File: src/rtl/fcbb_pkg.sv
// shared types and constants for the frame change bounding box block
// no dependencies; imported by every module under rtl

`default_nettype none

package fcbb_pkg;

  // default coordinate width, range 8 to 16
  localparam int COORD_BITS_DEF = 16;

  // configuration register width and index width
  localparam int CFG_W       = 16;
  localparam int CFG_INDEX_W = 8;

  // configuration register indexes
  localparam logic [CFG_INDEX_W-1:0] REG_FRAME_WIDTH  = 8'd0;
  localparam logic [CFG_INDEX_W-1:0] REG_FRAME_HEIGHT = 8'd1;
  localparam logic [CFG_INDEX_W-1:0] REG_HIT_MODE     = 8'd2;

  // hit test modes
  localparam int MODE_W = 2;
  localparam logic [MODE_W-1:0] MODE_CHANGED     = 2'd0;
  localparam logic [MODE_W-1:0] MODE_SOLID       = 2'd1;
  localparam logic [MODE_W-1:0] MODE_SOLID_CLEAR = 2'd2;

  // payload widths
  localparam int BYTE_W  = 8;
  localparam int IN_W    = 4 * BYTE_W;
  localparam int FIELD_W = 16;
  localparam int OUT_W   = 4 * FIELD_W;

  // one classified pixel handed from the input stage to the tracker
  typedef struct packed {
    logic valid;
    logic hit;
  } pix_t;

  // one finished bounding box handed from the tracker to the output register
  typedef struct packed {
    logic               valid;
    logic [FIELD_W-1:0] y_size;
    logic [FIELD_W-1:0] y_offset;
    logic [FIELD_W-1:0] x_size;
    logic [FIELD_W-1:0] x_offset;
  } box_t;

endpackage

`default_nettype wire

File: src/rtl/fcbb_in_stage.sv
// input register of the frame change bounding box block: classifies each pixel
// as it is taken and holds the hit flag; depends on fcbb_pkg

`default_nettype none

module fcbb_in_stage (
  input  wire logic                        clk,
  input  wire logic                        rst,
  input  wire logic                        s_tvalid,
  output logic                             s_tready,
  input  wire logic [fcbb_pkg::IN_W-1:0]   s_tdata,
  input  wire logic [fcbb_pkg::MODE_W-1:0] hit_mode,
  input  wire logic                        advance,
  output fcbb_pkg::pix_t                   pix
);
  import fcbb_pkg::*;

  logic              valid;
  logic              hit;
  logic              hit_next;
  logic [BYTE_W-1:0] pixel_first;
  logic [BYTE_W-1:0] mask_first;
  logic [BYTE_W-1:0] pixel_second;
  logic [BYTE_W-1:0] mask_second;

  assign pixel_first  = s_tdata[BYTE_W-1:0];
  assign mask_first   = s_tdata[2*BYTE_W-1:BYTE_W];
  assign pixel_second = s_tdata[3*BYTE_W-1:2*BYTE_W];
  assign mask_second  = s_tdata[4*BYTE_W-1:3*BYTE_W];

  always_comb begin
    unique case (hit_mode)
      MODE_CHANGED:     hit_next = (pixel_first != pixel_second) || (mask_first != mask_second);
      MODE_SOLID:       hit_next = (mask_first != '0);
      MODE_SOLID_CLEAR: hit_next = (mask_first != '0) && (mask_second == '0);
      default:          hit_next = 1'b0;
    endcase
  end

  assign s_tready = !valid || advance;

  always_ff @(posedge clk) begin
    if (rst) begin
      valid <= 1'b0;
    end else if (s_tready) begin
      valid <= s_tvalid;
    end
  end

  always_ff @(posedge clk) begin
    if (s_tvalid && s_tready) begin
      hit <= hit_next;
    end
  end

  assign pix.valid = valid;
  assign pix.hit   = hit;

endmodule

`default_nettype wire

File: src/rtl/fcbb_tracker.sv
// raster position counters and hit bounds of the frame change bounding box
// block, with the box computed on the last pixel; depends on fcbb_pkg

`default_nettype none

module fcbb_tracker #(
  parameter int COORD_BITS = fcbb_pkg::COORD_BITS_DEF
) (
  input  wire logic                       clk,
  input  wire logic                       rst,
  input  wire logic [fcbb_pkg::CFG_W-1:0] frame_width,
  input  wire logic [fcbb_pkg::CFG_W-1:0] frame_height,
  input  wire fcbb_pkg::pix_t             pix,
  input  wire logic                       advance,
  output fcbb_pkg::box_t                  box
);
  import fcbb_pkg::*;

  localparam int SIZE_W = COORD_BITS + 1;

  logic [COORD_BITS-1:0] column_count;
  logic [COORD_BITS-1:0] row_count;
  logic [COORD_BITS-1:0] lo_col;
  logic [COORD_BITS-1:0] hi_col;
  logic [COORD_BITS-1:0] lo_row;
  logic [COORD_BITS-1:0] hi_row;
  logic                  any_hit;

  logic [COORD_BITS-1:0] lo_col_next;
  logic [COORD_BITS-1:0] hi_col_next;
  logic [COORD_BITS-1:0] lo_row_next;
  logic [COORD_BITS-1:0] hi_row_next;
  logic                  any_hit_next;

  logic [COORD_BITS-1:0] width_eff;
  logic [COORD_BITS-1:0] height_eff;
  logic [COORD_BITS-1:0] last_col;
  logic [COORD_BITS-1:0] last_row;
  logic                  row_end;
  logic                  frame_end;
  logic [SIZE_W-1:0]     x_span;
  logic [SIZE_W-1:0]     y_span;

  // zero size acts as one
  assign width_eff  = frame_width[COORD_BITS-1:0];
  assign height_eff = frame_height[COORD_BITS-1:0];
  assign last_col   = (width_eff == '0) ? '0 : width_eff - 1'b1;
  assign last_row   = (height_eff == '0) ? '0 : height_eff - 1'b1;

  // at or beyond the last index counts as the last one
  assign row_end   = (column_count >= last_col);
  assign frame_end = row_end && (row_count >= last_row);

  always_comb begin
    lo_col_next  = lo_col;
    hi_col_next  = hi_col;
    lo_row_next  = lo_row;
    hi_row_next  = hi_row;
    any_hit_next = any_hit;
    if (pix.hit) begin
      any_hit_next = 1'b1;
      if (!any_hit) begin
        lo_col_next = column_count;
        hi_col_next = column_count;
        lo_row_next = row_count;
        hi_row_next = row_count;
      end else begin
        if (column_count < lo_col) lo_col_next = column_count;
        if (column_count > hi_col) hi_col_next = column_count;
        if (row_count < lo_row)    lo_row_next = row_count;
        if (row_count > hi_row)    hi_row_next = row_count;
      end
    end
  end

  assign x_span = {1'b0, hi_col_next} - {1'b0, lo_col_next} + SIZE_W'(1);
  assign y_span = {1'b0, hi_row_next} - {1'b0, lo_row_next} + SIZE_W'(1);

  always_comb begin
    box.valid = advance && frame_end;
    if (any_hit_next) begin
      box.x_offset = FIELD_W'(lo_col_next);
      box.x_size   = FIELD_W'(x_span);
      box.y_offset = FIELD_W'(lo_row_next);
      box.y_size   = FIELD_W'(y_span);
    end else begin
      box.x_offset = '0;
      box.x_size   = '0;
      box.y_offset = '0;
      box.y_size   = '0;
    end
  end

  always_ff @(posedge clk) begin
    if (rst) begin
      column_count <= '0;
      row_count    <= '0;
      lo_col       <= '0;
      hi_col       <= '0;
      lo_row       <= '0;
      hi_row       <= '0;
      any_hit      <= 1'b0;
    end else if (advance) begin
      if (frame_end) begin
        column_count <= '0;
        row_count    <= '0;
        lo_col       <= '0;
        hi_col       <= '0;
        lo_row       <= '0;
        hi_row       <= '0;
        any_hit      <= 1'b0;
      end else begin
        if (row_end) begin
          column_count <= '0;
          row_count    <= row_count + 1'b1;
        end else begin
          column_count <= column_count + 1'b1;
        end
        lo_col  <= lo_col_next;
        hi_col  <= hi_col_next;
        lo_row  <= lo_row_next;
        hi_row  <= hi_row_next;
        any_hit <= any_hit_next;
      end
    end
  end

endmodule

`default_nettype wire

File: src/rtl/frame_change_bounding_box.sv
// top level of the frame change bounding box block: config registers, input
// stage, tracker and output register; depends on fcbb_pkg, fcbb_in_stage, fcbb_tracker

// Takes one pixel position per transaction in raster order (left to right, top
// to bottom) and reports, on the frame's last pixel, the smallest rectangle that
// holds every hit pixel: first column and row plus columns and rows spanned, all
// zero when nothing in the frame hit. hit_mode picks the test: 0 pixel or mask
// differs between the two frames, 1 first mask nonzero, 2 first mask nonzero and
// second mask zero, 3 never hits. A frame size of zero acts as one; if the size
// is lowered mid-frame, a count at or past the new last index ends the row or
// frame at once. Rate: one pixel per cycle unless a pixel waits, as below. Two
// register stages: the input register takes the frame's last pixel, then the
// output register takes its box and raises m_tvalid. The input register classifies
// the pixel, the tracker updates counters and bounds, the output register holds
// the box; a pixel waits only while a finished box is held and m_tready is low.
// Configuration writes are accepted every cycle and are meant for idle periods.

`default_nettype none

module frame_change_bounding_box #(
  parameter int COORD_BITS = fcbb_pkg::COORD_BITS_DEF
) (
  input  wire logic                             clk,
  input  wire logic                             rst,
  // pixel stream
  input  wire logic                             s_tvalid,
  output logic                                  s_tready,
  // pixel_first[7:0], mask_first[15:8], pixel_second[23:16], mask_second[31:24]
  input  wire logic [fcbb_pkg::IN_W-1:0]        s_tdata,
  // bounding box results
  output logic                                  m_tvalid,
  input  wire logic                             m_tready,
  // x_offset[15:0], x_size[31:16], y_offset[47:32], y_size[63:48]
  output logic [fcbb_pkg::OUT_W-1:0]            m_tdata,
  // configuration writes
  input  wire logic                             cfg_valid,
  output logic                                  cfg_ready,
  input  wire logic [fcbb_pkg::CFG_INDEX_W-1:0] cfg_index,
  input  wire logic [fcbb_pkg::CFG_W-1:0]       cfg_data
);
  import fcbb_pkg::*;

  // configuration registers
  logic [CFG_W-1:0]  frame_width;
  logic [CFG_W-1:0]  frame_height;
  logic [MODE_W-1:0] hit_mode;

  pix_t pix;
  box_t box;
  logic advance;

  // output register
  logic             out_valid;
  logic [OUT_W-1:0] out_data;

  // write channel never stalls
  assign cfg_ready = 1'b1;

  always_ff @(posedge clk) begin
    if (rst) begin
      frame_width  <= CFG_W'(1);
      frame_height <= CFG_W'(1);
      hit_mode     <= MODE_CHANGED;
    end else if (cfg_valid && cfg_ready) begin
      unique case (cfg_index)
        REG_FRAME_WIDTH:  frame_width  <= cfg_data;
        REG_FRAME_HEIGHT: frame_height <= cfg_data;
        REG_HIT_MODE:     hit_mode     <= cfg_data[MODE_W-1:0];
        default:          ;
      endcase
    end
  end

  // a pixel moves on once the output register is free or being drained
  assign advance = pix.valid && (!out_valid || m_tready);

  fcbb_in_stage u_in_stage (
    .clk      (clk),
    .rst      (rst),
    .s_tvalid (s_tvalid),
    .s_tready (s_tready),
    .s_tdata  (s_tdata),
    .hit_mode (hit_mode),
    .advance  (advance),
    .pix      (pix)
  );

  fcbb_tracker #(
    .COORD_BITS (COORD_BITS)
  ) u_tracker (
    .clk          (clk),
    .rst          (rst),
    .frame_width  (frame_width),
    .frame_height (frame_height),
    .pix          (pix),
    .advance      (advance),
    .box          (box)
  );

  // hold the finished box until the downstream transaction completes
  always_ff @(posedge clk) begin
    if (rst) begin
      out_valid <= 1'b0;
    end else if (box.valid) begin
      out_valid <= 1'b1;
    end else if (m_tready) begin
      out_valid <= 1'b0;
    end
  end

  always_ff @(posedge clk) begin
    if (box.valid) begin
      out_data <= {box.y_size, box.y_offset, box.x_size, box.x_offset};
    end
  end

  assign m_tvalid = out_valid;
  assign m_tdata  = out_data;

endmodule

`default_nettype wire

File: config.mk
export PLATFORM = sky130hd
export DESIGN_NAME = frame_change_bounding_box
export DESIGN_NICKNAME = d
export VERILOG_FILES = /design/src/rtl/fcbb_pkg.sv /design/src/rtl/fcbb_in_stage.sv /design/src/rtl/fcbb_tracker.sv /design/src/rtl/frame_change_bounding_box.sv
export SDC_FILE = /design/constraint.sdc
export NUM_CORES = 1
export LEC_CHECK = 0
export BUFFER_PORTS_ARGS = -buffer_cell sky130_fd_sc_hd__buf_2
export CORE_MARGIN = 2
export CORE_UTILIZATION = 55
export DETAILED_ROUTE_END_ITERATION = 8
export PLACE_DENSITY = 0.75
export SKIP_CTS_REPAIR_TIMING = 1
export SYNTH_ARGS = -nofsm -noshare
export SYNTH_HDL_FRONTEND = slang
export SYNTH_SLANG_ARGS = --single-unit
export TNS_END_PERCENT = 1
File: constraint.sdc
create_clock -name clk -period 10 [get_ports clk]
set_input_delay 2 -clock clk [delete_from_list [all_inputs] [get_ports clk]]
set_output_delay 2 -clock clk [all_outputs]
set_load 0.01 [all_outputs]
# --- Word level (Yosys, flattened, before mapping) ---
# Index checks and enable logic that the tools add are counted.
op_classes:
  add_sub_neg: 8
  order_cmp: 6
  eq_ne: 6
  mux: 27
  n_reduce_logical: 22
op_table:
  columns: ["operator", "count"]
  rows:
  - ["16-bit 2-to-1 mux", 22]
  - ["16-bit by 1-bit adder with 16-bit output (second input constant)", 4]
  - ["16-bit >= comparator", 2]
  - ["16-bit greater-than comparator", 2]
  - ["16-bit zero test", 2]
  - ["16-bit less-than comparator", 2]
  - ["16-bit by 1-bit subtractor with 16-bit output (second input constant)", 2]
  - ["16-bit subtractor", 2]
  - ["8-bit zero test", 2]
  - ["8-bit inequality test", 2]
  - ["8-bit by 1-bit equality test with 1-bit output (second input constant)", 1]
  - ["8-bit by 2-bit equality test with 1-bit output (second input constant)", 1]
  - ["2-bit AND reduction", 4]
  - ["8-bit nonzero test", 1]
  - ["1-bit logical AND", 5]
  - ["1-bit 2-to-1 mux", 4]
  - ["2-bit nonzero test", 2]
  - ["1-bit logical OR", 3]
  - ["1-bit case mux with 3 select lines", 1]
  - ["2-bit by 1-bit equality test with 1-bit output (second input constant)", 1]
  - ["2-bit equality test (second input constant)", 1]
  - ["1-bit zero test", 2]
  - ["2-bit zero test", 1]
totals:
  register_bits: 198
  inputBits: 61
  output_inout_bits: 67

# --- Depth between registers and ports, before layout ---
depth:
  ltp_word: 6
  mapped_depth: 23
  mapped_depth_nobuf: 22

# --- Modules after synthesis ---
# From an unflattened synthesis, not the netlist that was laid out.
unflattened:
  hier_cells: 1535
  hier_area_um2: 13422.9
modules_own_cells:
  columns: ["module", "instances", "cells_per_inst", "area_each_um2"]
  rows:
  - ["fcbb_tracker", 1, 1291, 9651.8]
  - ["frame_change_bounding_box", 1, 207, 3437.0]
  - ["fcbb_in_stage", 1, 37, 334.1]

# --- Worst setup path after synthesis ---
# Ideal clock, no wire load.
synth_path:
  kind: "reg2reg"
  from: "register frame_height[5]"
  to: "register out_data[0], in the netlist m_tdata[0], enable pin"
  setup_time_ns: 0.418
  arrival_ns: 4.336
  required_ns: 9.582
  slack_ns: 5.246
  path_stages_with_launch: 17
  n_path_buf: 0
  period_less_slack_ns: 4.754
  path_cell_list: "dfxtp_1 > or4_1 > nor4_1 > and2b_1 > nand3_1 > or3_1 > nor3_1 > a21oi_1 > ha_1 > nand4_1 > nor2_1 > a21oi_1 > o211ai_1 > a41oi_1 > nor2_2 > nand2_1 > inv_1"
synth_rtl:
  columns: ["element", "line_no", "text"]
  rows:
  - ["start: declaration", "frame_change_bounding_box.sv:45", "logic [CFG_W-1:0] frame_height;"]
  - ["start signal: assignment", "frame_change_bounding_box.sv:67", "REG_FRAME_HEIGHT: frame_height <= cfg_data;"]
  - ["end signal: assignment", "frame_change_bounding_box.sv:113", "out_data <= {box.y_size, box.y_offset, box.x_size, box.x_offset};"]
  - ["end: declaration", "frame_change_bounding_box.sv:54", "logic [OUT_W-1:0] out_data;"]

# --- Worst setup path in the final report ---
layout_path:
  from: "register u_tracker.row_count[9]"
  to: "register out_data[63], in the netlist m_tdata[63] (data pin)"
layout_between:
  elab_chain_len: 6
  word_cells_on_any_way: 10
  cone_classes: "2 x add/sub; 2 x order compare; 6 x mux"
layout_lines:
  columns: ["element", "line_no", "text"]
  rows:
  - ["start: declaration", "fcbb_tracker.sv:22", "logic [COORD_BITS-1:0] row_count;"]
  - ["start signal: assignment", "fcbb_tracker.sv:115", "row_count <= row_count + 1'b1;"]
  - ["16-bit greater-than comparator or 16-bit less-than comparator (tied branches)", "fcbb_tracker.sv:71, fcbb_tracker.sv:70", null]
  - ["16-bit 2-to-1 mux, on equally long branches", "fcbb_tracker.sv:71, fcbb_tracker.sv:70", null]
  - ["16-bit 2-to-1 mux", "fcbb_tracker.sv:62", "if (!any_hit) begin"]
  - ["16-bit 2-to-1 mux", "fcbb_tracker.sv:60", "if (pix.hit) begin"]
  - ["16-bit subtractor (*)", "fcbb_tracker.sv:77", "assign y_span = {1'b0, hi_row_next} - {1'b0, lo_row_next} + SIZE_W'(1);"]
  - ["16-bit by 1-bit adder with 16-bit output (*)", "fcbb_tracker.sv:77", null]
# Mark *: on every way between the ends. The rest lies on a longest branch, timed or not.
# A chain may end at the register's enable or synchronous reset.

==> metrics <==
antenna viol nets, final 0; Die Y-Extent 156 µm; post-synth top area cell dfxtp_1; via/cell ratio 5.76; largest net degree at the start of global routing 84; Unique masters post-synth 71; post-detail-place hpwl 21300 µm; antenna violations before repair 0; ranking of synthesized cells by area dfxtp_1 (21%), edfxtp_1 (15%), ha_1 (15%); syn_nets 1636; final hold slack 0.491 ns; status complete, no violations; Max FO, Critical Path 19; DRC 0; CTS Buf Count 17; cell with the most instances after synthesis nor2_1; clock slew at reported path FFs 0.07 ns; Max Cap Viol 0; GPL Wtd Cong 0.895; HP Class register to register; IO Count 128; n_diodes 0; Worst slew margin 0.240; Die Width 156 µm; RSZ-0062 raised after global routing no; gate count of the mapped netlist 1417; TNS Setup 0 ns; area fraction of the dominant cell type after synthesis 0.210; die area 0.0243 mm²; Worst Skew 0.0142 ns; count of final hold-check violations 0; crit path kind register to register; clock tree buffer depth 2; critical path endpoint category register; fraction of layout cells with a size suffix above 1 0.120; global route overflow 0; EDFF count, synth 65; Core Area 0.0226 mm²; pwr/cell area 115 mW/mm²; Fmax 0.177 GHz; clock sink total 198; ys flop type dfxtp_1; root buf cell clkbuf_16; Final Total Pwr 1.62 mW; Seq/Total Area, Yosys 0.363; Routed wire per std cell 15.9 µm; crit start category register; top sig layer met4; final max-slew violation count 0; TritonCTS clock tree yes; Rows 55; total number of H-tree levels 4; fin nets 1728; Syn Area/Cell 8.96 µm²; M1 WL 13700 µm; Pleak 5.76 nW; Critical Path RT 10.18 ns; actual slew at the worst max-slew pin 1.13 ns; met2 routed WL 13100 µm; detailed-route via count 10406; final setup fails 0; Starting Density 0.561; number of global-route vias before repair 9737; DR pass1 iterations 6; P&R area growth vs syn 10.8%; synthesis warning total 0; crit path time final 5.64 ns; routed wl met3 1550 µm; Yosys reg bits 198; Final period util 0.564; WL final 28700 µm; I/O Buffers 126; Post-Syn Area 0.0127 mm²; first-pass GRT wire length 47300 µm; Worst-Skew Late Latency 0.44 ns; Async S/R FF share, synth 0; Post-synth top cells nor2_1 (179), ha_1 (156), dfxtp_1 (133); worst path arrival time 5.82 ns; GRT Total Usage 0.239; Iteration-0 DRC Markers 674; peak supply drop 113 µV
==> final timing paths <==
path                          start          end  slack (ns)  depth (start not counted)
min                     hit_mode[1]  hit_mode[1]        0.49                          2
min reg2reg             hit_mode[1]  hit_mode[1]        0.49                          2
max          u_tracker.row_count[9]  m_tdata[63]        4.36                         19
max reg2reg  u_tracker.row_count[9]  m_tdata[63]        4.36                         19
==> metal layers <==
metal	up-vias	GRT usage
met4	0	0.0572
met3	28	0.0361
li1	5281	-
met2	308	0.394
met5	-	0
met1	4789	0.332
==> cell families after synthesis <==
| family | after synthesis | share of synthesized area |
|---|---|---|
| compound gates | 302 | 0.164 |
| xor+xnor | 84 | 0.0601 |
| fa+ha+maj | 158 | 0.157 |
| buf+inv | 154 | 0.0472 |
| flops | 198 | 0.363 |
| mux | 35 | 0.0277 |
| other cells | 1 | 0.000295 |
| simple gates | 485 | 0.181 |
==> final cells by class <==
cell class	count	area (µm²)
fillers	1898	8570
multi-input cells	1065	7500
flip-flops and latches	198	4610
repair buffers	133	686
clock buffers	19	453
well taps	285	357
inverters	94	353
clock inverters	13	105
==> worst max-delay path: stages (launching register included) <==
cell	delay, ns
dfxtp_1	0.57
ha_1	0.32
a21o_1	0.16
a211oi_1	0.32
o211a_1	0.24
o21ai_0	0.10
a21boi_2	0.63
buf_4	0.34
nor2_1	0.06
a21oi_1	0.20
ha_1	0.31
fa_1	0.49
a211oi_1	0.31
o21ai_0	0.15
a31oi_1	0.31
o311ai_0	0.23
a21o_1	0.23
a21oi_1	0.18
xor2_1	0.17
nor2_1	0.06
==> cells in the final DEF, fill, tap and decap left out, types with 34 or more instances in the layout <==
cell	n
a21oi_1	84
buf_2	125
dfxtp_1	133
edfxtp_1	65
ha_1	156
inv_1	95
mux2i_1	34
nand2_1	107
nand2b_1	47
nor2_1	178
o21ai_0	54
o32ai_1	64
xnor2_1	46
xor2_1	36
==> through the flow <==
step | worst slack [ns] | cells | util | instance area, µm²
final | 4.36 | 1807 | 0.621 | 14100
after global routing | 4.01 | 1807 | 0.621 | 14100
after CTS | 4.44 | 1807 | 0.621 | 14100
after detailed placement | 4.45 | 1775 | 0.597 | 13500
after global placement | 4.61 | 1775 | 0.597 | 13500
after floorplan | 5.25 | 1417 | - | 12700
==> state kept, by name (all words and copies together), names as in the netlist <==
| signal | flops |
|---|---|
| m_tvalid | 1 |
| u_in_stage.valid | 1 |
| m_tdata | 64 |
| frame_height | 16 |
| hit_mode | 2 |
| u_tracker.lo_col | 16 |
| u_tracker.row_count | 16 |
| u_tracker.hi_col | 16 |
| u_in_stage.hit | 1 |
| frame_width | 16 |
| u_tracker.any_hit | 1 |
| u_tracker.hi_row | 16 |
| u_tracker.lo_row | 16 |
| u_tracker.column_count | 16 |
==> report_power, final <==
group          internal [mW]  switching [mW]  total, mW  leakage [nW]
combinational         0.0355          0.0741      0.110          3.78
clock                  0.356           0.307      0.663         0.286
sequential             0.844         0.00580      0.849          1.69
(Power assumes the default switching activity.)
